<file path="src/rtl/pds_pkg.sv">
// Shared types and constants for the pass dependency sorter.
// No dependencies; imported by every module of the block.
package pds_pkg;

    localparam int MaxPasses    = 16;
    localparam int MaxResources = 16;
    localparam int PassW        = $clog2(MaxPasses);
    localparam int CntW         = $clog2(MaxPasses + 1);
    localparam int ResW         = $clog2(MaxResources);

    localparam logic [2:0] OP_READ  = 3'd0;
    localparam logic [2:0] OP_WRITE = 3'd1;
    localparam logic [2:0] OP_END   = 3'd2;
    localparam logic [2:0] OP_SORT  = 3'd3;
    localparam logic [2:0] OP_CLEAR = 3'd4;

    typedef struct packed {
        logic [2:0]      operation;
        logic [ResW-1:0] resource;
    } t_in_word;

    typedef struct packed {
        logic [PassW-1:0] pass_number;
        logic             last;
        logic             fell_back;
        logic             empty_graph;
    } t_out_word;

    typedef logic [MaxPasses-1:0] t_row;
    typedef logic [CntW-1:0]      t_cnt;
    typedef t_cnt [MaxPasses-1:0] t_deg_vec;

    typedef struct packed {
        logic             rd_en;
        logic [PassW-1:0] rd_addr;
    } t_rd_req;

    typedef struct packed {
        logic             wr_en;
        logic [PassW-1:0] wr_addr;
        t_row             wr_data;
    } t_wr_req;

endpackage

</file>
<file path="src/rtl/pds_edge_mem.sv">
// Edge matrix storage: one row per producing pass, bit q set when pass q depends on it.
// Synchronous memory, one read and one write port, per-row valid bits for fast clear.
// Depends on pds_pkg.
module pds_edge_mem (
    input  logic             i_clk,
    input  logic             i_rst_n,
    input  logic             i_clear,
    input  pds_pkg::t_rd_req i_rd,
    input  pds_pkg::t_wr_req i_wr,
    output pds_pkg::t_row    o_rd_data
);
    import pds_pkg::*;

    t_row                 r_mem [MaxPasses];
    t_row                 r_rd_data;
    logic                 r_rd_vld;
    logic [MaxPasses-1:0] r_row_vld;

    always_ff @(posedge i_clk) begin
        if (i_wr.wr_en) begin
            r_mem[i_wr.wr_addr] <= i_wr.wr_data;
        end
        if (i_rd.rd_en) begin
            r_rd_data <= r_mem[i_rd.rd_addr];
        end
    end

    always_ff @(posedge i_clk) begin
        if (!i_rst_n || i_clear) begin
            r_row_vld <= '0;
            r_rd_vld  <= 1'b0;
        end else begin
            if (i_wr.wr_en) begin
                r_row_vld[i_wr.wr_addr] <= 1'b1;
            end
            if (i_rd.rd_en) begin
                r_rd_vld <= r_row_vld[i_rd.rd_addr];
            end
        end
    end

    // a row never written reads as all zero
    assign o_rd_data = r_rd_vld ? r_rd_data : '0;

endmodule

</file>
<file path="src/rtl/pds_sort.sv">
// Sort engine: Kahn's algorithm with a LIFO ready stack, then emits the order.
// Reads edge rows from pds_edge_mem; works on a private copy of the in-degrees.
// Depends on pds_pkg.
module pds_sort (
    input  logic               i_clk,
    input  logic               i_rst_n,
    input  logic               i_start,
    input  pds_pkg::t_cnt      i_n,
    input  pds_pkg::t_deg_vec  i_indeg,
    output pds_pkg::t_rd_req   o_rd,
    input  pds_pkg::t_row      i_rd_data,
    output logic               o_busy,
    output logic               o_strobe,
    output pds_pkg::t_out_word o_result
);
    import pds_pkg::*;

    typedef enum logic [2:0] {
        S_IDLE,
        S_SCAN,
        S_POP,
        S_COL,
        S_EMIT
    } t_state;

    t_state           r_state;
    t_cnt             r_n;
    t_cnt             r_depth;
    t_cnt             r_placed;
    logic [PassW-1:0] r_idx;
    logic             r_fell;
    t_deg_vec         r_deg;
    logic [PassW-1:0] r_stack [MaxPasses];
    logic [PassW-1:0] r_order [MaxPasses];

    t_cnt             w_top;
    t_cnt             w_deg_cur;
    logic             w_last_idx;
    logic             w_can_pop;
    logic             w_pop;
    logic             w_push;
    logic             w_dec;

    always_comb begin
        w_top      = r_depth - 1'b1;
        w_deg_cur  = r_deg[r_idx];
        w_last_idx = (CntW'(r_idx) == r_n - 1'b1);
        w_can_pop  = (r_depth != '0) && (r_placed < CntW'(MaxPasses));
        w_pop      = (r_state == S_POP) && w_can_pop;
        w_dec      = (r_state == S_COL) && i_rd_data[r_idx] && (w_deg_cur != '0);
        case (r_state)
            S_SCAN:  w_push = (w_deg_cur == '0) && (r_depth < CntW'(MaxPasses));
            S_COL:   w_push = w_dec && (w_deg_cur == t_cnt'(1))
                              && (r_depth < CntW'(MaxPasses));
            default: w_push = 1'b0;
        endcase
    end

    assign o_rd.rd_en   = w_pop;
    assign o_rd.rd_addr = r_stack[w_top[PassW-1:0]];
    assign o_busy       = (r_state != S_IDLE);

    // scratch tables, no reset needed
    always_ff @(posedge i_clk) begin
        if (r_state == S_IDLE && i_start) begin
            r_deg <= i_indeg;
        end else if (w_dec) begin
            r_deg[r_idx] <= w_deg_cur - 1'b1;
        end
        if (w_push) begin
            r_stack[r_depth[PassW-1:0]] <= r_idx;
        end
        if (w_pop) begin
            r_order[r_placed[PassW-1:0]] <= r_stack[w_top[PassW-1:0]];
        end
    end

    always_ff @(posedge i_clk) begin
        if (!i_rst_n) begin
            r_state  <= S_IDLE;
            r_n      <= '0;
            r_depth  <= '0;
            r_placed <= '0;
            r_idx    <= '0;
            r_fell   <= 1'b0;
            o_strobe <= 1'b0;
            o_result <= '0;
        end else begin
            o_strobe <= 1'b0;
            case (r_state)
                S_IDLE: begin
                    if (i_start) begin
                        if (i_n == '0) begin
                            o_result <= '{pass_number: '0, last: 1'b1,
                                          fell_back: 1'b0, empty_graph: 1'b1};
                            o_strobe <= 1'b1;
                        end else begin
                            r_n      <= i_n;
                            r_idx    <= '0;
                            r_depth  <= '0;
                            r_placed <= '0;
                            r_fell   <= 1'b0;
                            r_state  <= S_SCAN;
                        end
                    end
                end
                S_SCAN: begin
                    if (w_push) begin
                        r_depth <= r_depth + 1'b1;
                    end
                    if (w_last_idx) begin
                        r_idx   <= '0;
                        r_state <= S_POP;
                    end else begin
                        r_idx <= r_idx + 1'b1;
                    end
                end
                S_POP: begin
                    r_idx <= '0;
                    if (w_can_pop) begin
                        r_depth  <= r_depth - 1'b1;
                        r_placed <= r_placed + 1'b1;
                        r_state  <= S_COL;
                    end else begin
                        // a cycle leaves passes unplaced
                        r_fell  <= (r_placed != r_n);
                        r_state <= S_EMIT;
                    end
                end
                S_COL: begin
                    // row of the popped pass sits on the memory output
                    if (w_push) begin
                        r_depth <= r_depth + 1'b1;
                    end
                    if (w_last_idx) begin
                        r_idx   <= '0;
                        r_state <= S_POP;
                    end else begin
                        r_idx <= r_idx + 1'b1;
                    end
                end
                S_EMIT: begin
                    o_result.pass_number <= r_fell ? r_idx : r_order[r_idx];
                    o_result.last        <= w_last_idx;
                    o_result.fell_back   <= r_fell;
                    o_result.empty_graph <= 1'b0;
                    o_strobe             <= 1'b1;
                    if (w_last_idx) begin
                        r_state <= S_IDLE;
                    end else begin
                        r_idx <= r_idx + 1'b1;
                    end
                end
                default: r_state <= S_IDLE;
            endcase
        end
    end

    a_depth_bound: assert property (@(posedge i_clk) disable iff (!i_rst_n)
        r_depth <= CntW'(MaxPasses))
        else $error("ready stack overflow");

    a_placed_bound: assert property (@(posedge i_clk) disable iff (!i_rst_n)
        r_placed <= r_n)
        else $error("more passes placed than exist");

    a_emit_strobe: assert property (@(posedge i_clk) disable iff (!i_rst_n)
        (r_state == S_EMIT) |=> o_strobe)
        else $error("emit cycle without result strobe");

endmodule

</file>
<file path="src/rtl/pass_dependency_topo_sort.sv">
// Pass dependency sorter, top level: graph build tables and edge memory arbitration.
// Instantiates pds_edge_mem and pds_sort; depends on pds_pkg.
//
// Usage: drive i_cmd and raise start; the word is taken on a clock edge where
// busy is low. Commands: read resource, write resource, end pass, sort, clear.
// Write, end pass, clear, unused codes and reads of a resource with no
// committed producer do not hold busy. A read that finds an earlier producer
// does a read-modify-write of that producer's row in the edge memory and holds
// busy for the next cycle, whether or not the edge is new.
// Sort with n committed passes: a scan over all n passes seeds the ready
// stack, then each placed pass takes a pop (edge row read) and a walk over the
// n columns, a final pop finds the stack empty, then one emit step per pass;
// busy is high through all of them. Results appear on o_result with o_strobe
// high for exactly one cycle each, in the cycle after their emit step, in
// order, the final one flagged last. With no passes a single empty_graph
// result comes in the cycle after start. The receiver cannot stall; every
// strobed word must be captured.
// Reset (synchronous, active low) and the clear command empty all tables;
// edge rows are cleared at once through per-row valid bits.
module pass_dependency_topo_sort (
    input  logic               i_clk,
    input  logic               i_rst_n,
    input  logic               start,
    input  pds_pkg::t_in_word  i_cmd,
    output logic               busy,
    output logic               o_strobe,
    output pds_pkg::t_out_word o_result
);
    import pds_pkg::*;

    logic [MaxResources-1:0] r_prod_vld;
    logic [PassW-1:0]        r_prod [MaxResources];
    logic [MaxResources-1:0] r_pending;
    t_deg_vec                r_indeg;
    t_cnt                    r_pass_total;
    logic                    r_rmw;
    logic [PassW-1:0]        r_rmw_row;

    logic                    w_acc;
    logic                    w_open;
    logic [PassW-1:0]        w_cur;
    logic                    w_sort_busy;
    logic                    w_sort_start;
    logic                    w_clear;
    logic                    w_new_edge;
    t_rd_req                 w_build_rd;
    t_rd_req                 w_sort_rd;
    t_rd_req                 w_rd;
    t_wr_req                 w_wr;
    t_row                    w_row;

    assign busy         = r_rmw || w_sort_busy;
    assign w_acc        = start && !busy;
    assign w_open       = (r_pass_total < CntW'(MaxPasses));
    assign w_cur        = r_pass_total[PassW-1:0];
    assign w_sort_start = w_acc && (i_cmd.operation == OP_SORT);
    assign w_clear      = w_acc && (i_cmd.operation == OP_CLEAR);

    always_comb begin
        w_build_rd.rd_en   = w_acc && (i_cmd.operation == OP_READ) && w_open
                             && r_prod_vld[i_cmd.resource]
                             && (r_prod[i_cmd.resource] != w_cur);
        w_build_rd.rd_addr = r_prod[i_cmd.resource];
        w_rd               = w_sort_rd.rd_en ? w_sort_rd : w_build_rd;
        // count each distinct predecessor once
        w_new_edge         = r_rmw && !w_row[w_cur];
        w_wr.wr_en         = w_new_edge;
        w_wr.wr_addr       = r_rmw_row;
        w_wr.wr_data       = w_row | (t_row'(1) << w_cur);
    end

    pds_edge_mem u_edge_mem (
        .i_clk     (i_clk),
        .i_rst_n   (i_rst_n),
        .i_clear   (w_clear),
        .i_rd      (w_rd),
        .i_wr      (w_wr),
        .o_rd_data (w_row)
    );

    pds_sort u_sort (
        .i_clk     (i_clk),
        .i_rst_n   (i_rst_n),
        .i_start   (w_sort_start),
        .i_n       (r_pass_total),
        .i_indeg   (r_indeg),
        .o_rd      (w_sort_rd),
        .i_rd_data (w_row),
        .o_busy    (w_sort_busy),
        .o_strobe  (o_strobe),
        .o_result  (o_result)
    );

    always_ff @(posedge i_clk) begin
        if (w_acc && (i_cmd.operation == OP_END) && w_open) begin
            for (int r = 0; r < MaxResources; r++) begin
                if (r_pending[r]) begin
                    r_prod[r] <= w_cur;
                end
            end
        end
        if (w_build_rd.rd_en) begin
            r_rmw_row <= w_build_rd.rd_addr;
        end
    end

    always_ff @(posedge i_clk) begin
        if (!i_rst_n) begin
            r_prod_vld   <= '0;
            r_pending    <= '0;
            r_indeg      <= '0;
            r_pass_total <= '0;
            r_rmw        <= 1'b0;
        end else begin
            r_rmw <= w_build_rd.rd_en;
            if (w_new_edge) begin
                r_indeg[w_cur] <= r_indeg[w_cur] + 1'b1;
            end
            if (w_acc) begin
                case (i_cmd.operation)
                    OP_WRITE: begin
                        if (w_open) begin
                            r_pending[i_cmd.resource] <= 1'b1;
                        end
                    end
                    OP_END: begin
                        if (w_open) begin
                            r_prod_vld   <= r_prod_vld | r_pending;
                            r_pending    <= '0;
                            r_pass_total <= r_pass_total + 1'b1;
                        end
                    end
                    OP_CLEAR: begin
                        r_prod_vld   <= '0;
                        r_pending    <= '0;
                        r_indeg      <= '0;
                        r_pass_total <= '0;
                    end
                    default: ;
                endcase
            end
        end
    end

    a_rmw_single: assert property (@(posedge i_clk) disable iff (!i_rst_n)
        r_rmw |=> !r_rmw)
        else $error("edge update held busy for more than one cycle");

    a_wr_not_sorting: assert property (@(posedge i_clk) disable iff (!i_rst_n)
        w_wr.wr_en |-> !w_sort_busy)
        else $error("edge row written while sorting");

    a_total_bound: assert property (@(posedge i_clk) disable iff (!i_rst_n)
        r_pass_total <= CntW'(MaxPasses))
        else $error("pass count beyond limit");

endmodule
</file>
<file path="config.mk">
export PLATFORM = sky130hd
export DESIGN_NAME = pass_dependency_topo_sort
export DESIGN_NICKNAME = d
export VERILOG_FILES = /design/src/rtl/pds_pkg.sv /design/src/rtl/pds_edge_mem.sv /design/src/rtl/pds_sort.sv /design/src/rtl/pass_dependency_topo_sort.sv
export SDC_FILE = /design/constraint.sdc
export NUM_CORES = 1
export LEC_CHECK = 0
export ABC_AREA = 1
export BUFFER_PORTS_ARGS = -buffer_cell sky130_fd_sc_hd__buf_2
export CAP_MARGIN = 25
export CORE_ASPECT_RATIO = 2
export CORE_MARGIN = 3
export CORE_UTILIZATION = 43
export DETAILED_ROUTE_END_ITERATION = 10
export HOLD_SLACK_MARGIN = 0.1
export PLACE_DENSITY = 0.69
export SLEW_MARGIN = 20
export SYNTH_ARGS = -nofsm -noshare
export SYNTH_HDL_FRONTEND = slang
export SYNTH_SLANG_ARGS = --single-unit
</file>
<file path="constraint.sdc">
create_clock -name i_clk -period 3.8 [get_ports i_clk]
set_clock_uncertainty 0.1 [all_clocks]
set_input_delay 0.38 -clock i_clk [delete_from_list [all_inputs] [get_ports i_clk]]
set_output_delay 0.38 -clock i_clk [all_outputs]
set_load 0.005 [all_outputs]
</file>
==> out/qor.yml, run 1 <==
final_layout:
  area_delta_synth_final_pct: 9.92
  most_common_library_cell_in_the_layout_ignoring_fill_and_taps: "sky130_fd_sc_hd__edfxtp_1"
  fin_nets: 3181
  filler_cell_count_in_the_final_layout: 6658
  final_layout_size_suffix_gt1_share_pct: 10.8
  layout_common_cells: "548 x sky130_fd_sc_hd__edfxtp_1, 459 x sky130_fd_sc_hd__nand2_1, 363 x sky130_fd_sc_hd__inv_1"
  antennaDiodeCount: 0
placed_design:
  routabilityCongestion: 0.968
  post_place_setup_slack_ns: 0.107
  place_hpwl_um: 61600
  port_buffers: 18
worst_setup_path:
  rr_endpoint: "r_indeg[36]"
  setup.worst_path.end_class: "flop"
  worstRegToRegCells: 10
  arrival_ns: 4.00
  timing.critical_path.required_ns: 4.19
  critPathLaunchType: "flop"
  ff2ff_setup_slack_ns: 0.18
  crit_fanout: 26
  critical_path.reg2reg.startpoint: "r_pass_total[1]"
  path_class: "reg -> reg"
timing:
  tightestPinTransition_ns: 0.848
  layout_setup_ws_ns: 0.185
  unrepaired_setup_endpoints_after_global_routing: "no"
  timing.setup.tns_ns: 0
  maxSlewViolCount: 0
  number_of_endpoints_with_negative_hold_slack_in_the_final_report: 0
  finalHoldWorstSlack_ns: 0.157
  slew_headroom_pct: 43.4
  post-route-period-util_pct: 95.1
  setup_violations: 0
  fmax_ghz: 0.277
  timing.final.crit_period_ns: 3.62
clock_tree:
  tritoncts_num_sinks: 718
  cts.htree.levels: 2
  clockBufferDepth: 3
  cts_root_buf: "sky130_fd_sc_hd__clkbuf_16"
  cts_buffer_count: 58
  clock_latency_ns: 0.63
  clkTransAtPathRegs_ns: 0.07
  tritoncts: "built"
  cts_setup_buffers: 0
floorplan:
  initial_utilization_pct: 43.4
  total_die_area_um2: 78100
  floorplan.core_area_um2: 73900
  dieHeight_um: 392
  number_of_placement_rows: 141
  io_pins: 19
  die_width_um: 199
grt:
  grt_util_all_layers_pct: 22.0
  global_route.overflow_total: 0
  maximum_number_of_pins_on_one_net_before_global_route_repair: 74
  wire_length_of_the_first_global_routing_pass_um: 130000
  antenna_found_initial: 0
  grt_pass1_vias: 22400
routing:
  drt_pre_antenna_iters: 5
  drcViolationCount: 0
  detailroute.via_count: 23000
  finalWirelength_um: 87100
  detail_route.wl_per_cell_um: 21.1
  antenna_violating_nets_post_route: 0
  post_drt_via_cell_ratio: 5.57
  drtIter0Drc: 1707
job:
  max_cap_violations: 0
power:
  int_power_w: 0.0132
  power.net_switching_w: 0.00534
  share_clk_of_total_power_pct: 33.6
  combinationalPowerShare_pct: 18.1
  netSwitchingFraction_pct: 28.8
  irDropWorstVdd_mv: 0.340
  static-leakage-power_nw: 12.5
  power_per_cell_area_nw_per_um2: 526
  p_seq_share_pct: 48.3
logic_synthesis:
  yosys_register_bits: 718
  mappedNetlistNets: 3161
  yosys.cell_types.count: 56
  synth_edf_count: 548
  yosysWarnings: 0
  synth.yosys.seq_area_share_pct: 61.9
  avgSynthCellArea_um2: 10.3
  post_synthesis_async_set_or_reset_flop_share_pct: 0
  synth_flop_cell: "sky130_fd_sc_hd__edfxtp_1"
  post_syn_instances: 3128
  synthesis.area_um2: 32100
hold_path:
  holdCritStartpoint: "i_cmd[3]"
  holdPathStages: 5
  whs_endpoint: "r_pending[3]"
  worst_hold_path_type: "in -> reg"
status:
  outcome: "finished, final reports clean"
worst max-delay path, stage by stage, from the launching register on:
cell and delay [ns]:
sky130_fd_sc_hd__dfxtp_1 0.36, sky130_fd_sc_hd__buf_4 0.23, sky130_fd_sc_hd__nand2_2 0.49, sky130_fd_sc_hd__o221ai_1 0.28, sky130_fd_sc_hd__nand2_1 0.11, sky130_fd_sc_hd__nand3_1 0.08, sky130_fd_sc_hd__or2_1 0.50, sky130_fd_sc_hd__nor2_1 0.65
sky130_fd_sc_hd__nand2_1 0.37, sky130_fd_sc_hd__o21ai_0 0.24, sky130_fd_sc_hd__a21oi_1 0.06
power by group through the flow:
stage	logic (W)	clock network, W	registers [W]
after floorplan	0.00229	0	0.00907
after global placement	0.00330	0	0.00913
after detailed placement	0.00333	0	0.00913
after CTS	0.00334	0.00632	0.00895
after global routing	0.00364	0.00660	0.00896
final	0.00336	0.00624	0.00896
flip-flops by register name (all words and copies together) (netlist names), named ones only:
signal                flops
u_edge_mem.r_mem        256
r_indeg                  80
u_sort.r_deg             80
r_prod                   64
u_sort.r_order           64
u_sort.r_stack           64
r_pending                16
r_prod_vld               16
u_edge_mem.r_rd_data     16
u_edge_mem.r_row_vld     16
u_sort.o_result           7
r_pass_total              5
u_sort.r_depth            5
u_sort.r_n                5
u_sort.r_placed           5
r_rmw_row                 4
u_sort.r_idx              4
u_sort.r_state            3
r_rmw                     1
u_edge_mem.r_rd_vld       1
u_sort.o_strobe           1
u_sort.r_fell             1
per-layer routing:
metal / share of wire, % / track usage, %
met3: 4.5 / 1.89
met2: 56 / 43.5
met5: 0 / 0
met4: 7.7 / 14.2
met1: 32 / 21.1
logic make-up (layout without fill, tap and decap cells):
family | after synthesis | after routing | synth area share (%)
flip-flops | 718 | 718 | 61.9
XOR/XNOR | 14 | 14 | 0.476
AND/OR/NAND/NOR | 930 | 930 | 12.7
AO/OA/AOI/OAI | 884 | 884 | 16.2
adder cells (fa/ha/maj) | 23 | 23 | 0.897
buffers and inverters | 559 | 625 | 7.85
what timing repair did:
item | CTS | global route
endpoints found under the hold margin | 14 | 0
hold buffers | 1 | 0
gates resized for setup | 0 | 6
endpoints found under the setup margin | 0 | 96
metrics by stage:
step | total power (W) | instances | utilization (%) | instance area, µm²
after floorplan | 0.0114 | 3128 | - | 32100
after global placement | 0.0124 | 4015 | 45.0 | 33300
after detailed placement | 0.0125 | 4016 | 45.1 | 33300
after CTS | 0.0186 | 4123 | 47.7 | 35300
after global routing | 0.0192 | 4123 | 47.7 | 35300
final | 0.0186 | 4123 | 47.7 | 35300
cell usage after synthesis (all sizes together), types with 2 or more instances:
library cell / n / share of area [%]
a22oi: 16 / 0.37
o22ai: 90 / 1.8
dfxtp: 170 / 11
xor2: 10 / 0.32
nand3b: 5 / 0.12
a21oi: 276 / 4.6
nand4: 15 / 0.36
ha: 23 / 0.90
o21a: 14 / 0.33
edfxtp: 548 / 51
nor2: 256 / 3.3
xnor2: 4 / 0.16
o211ai: 97 / 2.3
buf: 116 / 2.6
nand3: 154 / 2.8
a31oi: 2 / 0.039
nand2: 474 / 5.8
clkbuf: 57 / 0.67
o2111ai: 3 / 0.082
a211oi: 3 / 0.070
or2: 2 / 0.039
inv: 384 / 4.5
o221ai: 39 / 1.1
nor3: 22 / 0.34
o21ai: 340 / 5.4
clkinv: 2 / 0.023
o31ai: 2 / 0.047
how the worst max path moves through the flow:
stage	start	to	slack [ns]	cells after the start
2_1_floorplan	r_pass_total[0]	u_edge_mem.r_mem[12][0]	0.36	11
3_3_place_gp	u_sort.r_idx[1]	u_sort.r_deg[37]	0.14	11
3_5_place_dp	u_sort.r_idx[1]	u_sort.r_deg[46]	0.11	12
4_1_cts	u_sort.r_idx[1]	u_sort.r_deg[46]	0.1	12
5_1_grt	u_sort.r_idx[0]	u_sort.r_stack[3][0]	0.04	14
6_report	r_pass_total[1]	r_indeg[36]	0.18	10
layout make-up:
class | count | area (µm²) | area share [%]
Clock buffer | 74 | 1540 | 4.37
Clock inverter | 32 | 402 | 1.14
Inverter | 386 | 1460 | 4.13
Multi-Input combinational cell | 1851 | 9780 | 27.7
Sequential cell | 718 | 19900 | 56.3
Tap cell | 929 | 1160 | 3.30
Timing Repair Buffer | 133 | 1050 | 2.98
(Power assumes the default switching activity.)
==> run 2: changes to the inputs <==
--- a/config.mk
+++ b/config.mk
@@ -10,10 +10,10 @@
 export CAP_MARGIN = 25
 export CORE_ASPECT_RATIO = 2
 export CORE_MARGIN = 3
-export CORE_UTILIZATION = 43
+export CORE_UTILIZATION = 39
 export DETAILED_ROUTE_END_ITERATION = 10
 export HOLD_SLACK_MARGIN = 0.1
-export PLACE_DENSITY = 0.69
+export PLACE_DENSITY = 0.64
 export SLEW_MARGIN = 20
 export SYNTH_ARGS = -nofsm -noshare
 export SYNTH_HDL_FRONTEND = slang
==> run 2 against run 1 <==
Net effect: die area grew 10%; critical endpoint is now u_sort.r_deg[13]; largest cell class unchanged; maximum frequency shrank 2.7%; count of clock-buffer cells in the layout shrank 8; worst hold slack lost 0.0098 ns; sequential share of layout area shrank 0.47 points; via count grew 0.48%; global-route usage shrank 1.9 points; first-iteration DRC count grew 0.23%; flip-flop and latch count is the same; clock power is essentially flat; cell count grew 3.3%; largest power group unchanged.
==> out/qor.yml, run 2 (synthesized netlist as in run 1, its figures left out) <==
routing:
  detailroute.via_count: 23100  # was 23000
  drtIter0Drc: 1711  # was 1707
  post_drt_via_cell_ratio: 5.42  # was 5.57
  drcViolationCount: 0  # unchanged
  detail_route.wl_per_cell_um: 20.7  # was 21.1 µm
  finalWirelength_um: 88300  # was 87100 µm
  antenna_violating_nets_post_route: 0  # unchanged
  drt_pre_antenna_iters: 7  # was 5
timing:
  setup_violations: 0  # unchanged
  tightestPinTransition_ns: 0.902  # was 0.848 ns
  maxSlewViolCount: 0  # unchanged
  number_of_endpoints_with_negative_hold_slack_in_the_final_report: 0  # unchanged
  post-route-period-util_pct: 97.8  # was 95.1%
  timing.final.crit_period_ns: 3.72  # was 3.62 ns
  slew_headroom_pct: 39.7  # was 43.4%
  unrepaired_setup_endpoints_after_global_routing: "yes"  # was no
  fmax_ghz: 0.269  # was 0.277 GHz
power:
  irDropWorstVdd_mv: 0.325  # was 0.340 mV
  power_per_cell_area_nw_per_um2: 523  # was 526 nW/µm²
  netSwitchingFraction_pct: 29.6  # was 28.8%
  total_power_w: 0.0186  # about the same
  static-leakage-power_nw: 12.6  # was 12.5 nW
  share_clk_of_total_power_pct: 33.5  # was 33.6%
  power.net_switching_w: 0.00551  # was 0.00534 W
  int_power_w: 0.0131  # was 0.0132 W
  combinationalPowerShare_pct: 18.5  # was 18.1%
  p_seq_share_pct: 48.0  # was 48.3%
worst_setup_path:
  timing.critical_path.required_ns: 3.96  # was 4.19 ns
  ff2ff_setup_slack_ns: 0.08  # was 0.18 ns
  critical_path.reg2reg.startpoint: "u_sort.r_idx[1]"  # was r_pass_total[1]
  crit_fanout: 27  # was 26
  setup.worst_path.end_class: "flop"  # unchanged
  worst_setup_path_endpoint: "u_sort.r_deg[13]"  # was r_indeg[36]
  rr_endpoint: "u_sort.r_deg[13]"  # was r_indeg[36]
  path_class: "reg -> reg"  # unchanged
  critPathLaunchType: "flop"  # unchanged
  setup.worst_path.start: "u_sort.r_idx[1]"  # was r_pass_total[1]
  worstRegToRegCells: 11  # was 10
  arrival_ns: 3.87  # was 4.00 ns
status:
  outcome: "finished, final reports clean"  # unchanged
floorplan:
  floorplan.core_area_um2: 81500  # was 73900 µm²
  initial_utilization_pct: 39.4  # was 43.4%
  io_pins: 19  # unchanged
  dieHeight_um: 412  # was 392 µm
  number_of_placement_rows: 148  # was 141
  total_die_area_um2: 85900  # was 78100 µm²
  die_width_um: 209  # was 199 µm
clock_tree:
  clockBufferDepth: 3  # unchanged
  tritoncts_num_sinks: 718  # unchanged
  clock_latency_ns: 0.64  # was 0.63 ns
  cts.htree.levels: 2  # unchanged
  cts_buffer_count: 58  # unchanged
  tritoncts: "built"  # unchanged
  clkTransAtPathRegs_ns: 0.07  # about the same
  cts_root_buf: "sky130_fd_sc_hd__clkbuf_16"  # unchanged
grt:
  grt_pass1_vias: 23300  # was 22400
  global_route.overflow_total: 0  # unchanged
  antenna_found_initial: 0  # unchanged
  wire_length_of_the_first_global_routing_pass_um: 134000  # was 130000 µm
  grt_util_all_layers_pct: 20.0  # was 22.0%
  maximum_number_of_pins_on_one_net_before_global_route_repair: 79  # was 74
final_layout:
  area_delta_synth_final_pct: 10.8  # was 9.92%
  filler_cell_count_in_the_final_layout: 7759  # was 6658
  final_layout_size_suffix_gt1_share_pct: 11.7  # was 10.8%
  antennaDiodeCount: 0  # unchanged
  registers.top_by_ff_count: "u_edge_mem.r_mem"  # unchanged
  most_common_library_cell_in_the_layout_ignoring_fill_and_taps: "sky130_fd_sc_hd__edfxtp_1"  # unchanged
  final_area_um2: 35600  # was 35300 µm²
  layout_common_cells: "548 x sky130_fd_sc_hd__edfxtp_1, 459 x sky130_fd_sc_hd__nand2_1, 363 x sky130_fd_sc_hd__inv_1"  # unchanged
  fin_nets: 3194  # was 3181
  largest_reg_flops: 256  # unchanged
  instances_no_fill: 4261  # was 4123
  largest_regs: "u_edge_mem.r_mem (256), r_indeg (80), u_sort.r_deg (80)"  # unchanged
job:
  max_cap_violations: 0  # unchanged
placed_design:
  numPlacedInstances: 4145  # was 4016
  place_hpwl_um: 63300  # was 61600 µm
  routabilityCongestion: 0.899  # was 0.968
  post_dp_cell_area_um2: 33500  # was 33300 µm²
  port_buffers: 18  # unchanged
hold_path:
  worst_hold_path_type: "in -> reg"  # unchanged
==> run 2: changes by cell type in the layout (fill, tap and decap cells not counted), sizes merged <==
cell / previous run / this run
inv: 385 / 394
clkinv: 16 / 24
bufinv: 8 / 4
clkinvlp: 9 / 8
clkbuf: 74 / 66
buf: 132 / 145
==> run 2: how the worst min path moves through the flow <==
| stage | startpoint | end | slack (ns) | cells after the start |
|---|---|---|---|---|
| final | i_cmd[3] | r_pending[3] | 0.15 | 5 |
| after detailed placement | u_edge_mem.r_row_vld[1] | u_edge_mem.r_row_vld[1] | 0.34 | 1 |
| after floorplan | r_prod_vld[11] | r_prod_vld[11] | 0.33 | 2 |
| after global routing | i_cmd[2] | r_pending[11] | 0.16 | 5 |
| after CTS | i_cmd[3] | r_pending[3] | 0.11 | 5 |
| after global placement | u_edge_mem.r_row_vld[1] | u_edge_mem.r_row_vld[1] | 0.34 | 1 |
==> run 2: routing by layer <==
metal  up-vias  part of all wire (%)  global-route usage [%]
li1      11000                     -                       -
met1     11100                    33                    18.9
met2       711                    57                    40.6
met3       292                   3.6                    1.76
met4         0                   6.9                    12.3
met5         -                     0                       0
==> run 2: critical path, stage by stage (launching register included) <==
cell and delay, ns:
sky130_fd_sc_hd__dfxtp_2 0.41, sky130_fd_sc_hd__inv_4 0.09, sky130_fd_sc_hd__buf_4 0.33, sky130_fd_sc_hd__o21ai_0 0.14, sky130_fd_sc_hd__o21ai_0 0.42, sky130_fd_sc_hd__nand2_1 0.17
sky130_fd_sc_hd__nand4_4 0.11, sky130_fd_sc_hd__inv_1 0.06, sky130_fd_sc_hd__ha_1 0.22, sky130_fd_sc_hd__nand4_1 0.18, sky130_fd_sc_hd__nand2_1 0.38, sky130_fd_sc_hd__o21ai_0 0.71
==> run 2: per-stage QoR <==
stage	utilization, %	setup TNS [ns]	hold slack [ns]	setup slack [ns]
4_1_cts	43.6	0	0.114	0.0687
6_report	43.6	0	0.147	0.0830
2_1_floorplan	-	0	0.332	0.358
3_5_place_dp	41.1	-2.48	0.344	-0.0987
3_3_place_gp	41.1	-1.31	0.338	-0.0630
5_1_grt	43.6	-0.702	0.155	-0.0691
==> run 2: cell type report <==
| cell class | count | area (µm²) | area share (%) |
|---|---|---|---|
| clock buffer | 66 | 1570 | 4.40 |
| clock inverter | 44 | 407 | 1.14 |
| inverter | 386 | 1460 | 4.10 |
| multi-input combinational | 1851 | 9800 | 27.6 |
| sequential | 718 | 19900 | 55.9 |
| tap | 1050 | 1310 | 3.70 |
| timing repair buffer | 146 | 1150 | 3.23 |
==> run 2: repair_timing <==
action / in CTS / in global routing
gates resized for setup: 3 / 9
endpoints found under the hold margin: 14 / 0
endpoints found under the setup margin: 62 / 44
setup buffers: 5 / 0
hold buffers: 1 / 0
pin swaps: 1 / 0
==> run 2: power by group through the flow <==
stage          clock [W]  combinational [W]  sequential (W)
2_1_floorplan          0            0.00229         0.00907
3_3_place_gp           0            0.00340         0.00911
3_5_place_dp           0            0.00341         0.00911
4_1_cts          0.00633            0.00344         0.00894
5_1_grt          0.00663            0.00374         0.00895
6_report         0.00623            0.00344         0.00894
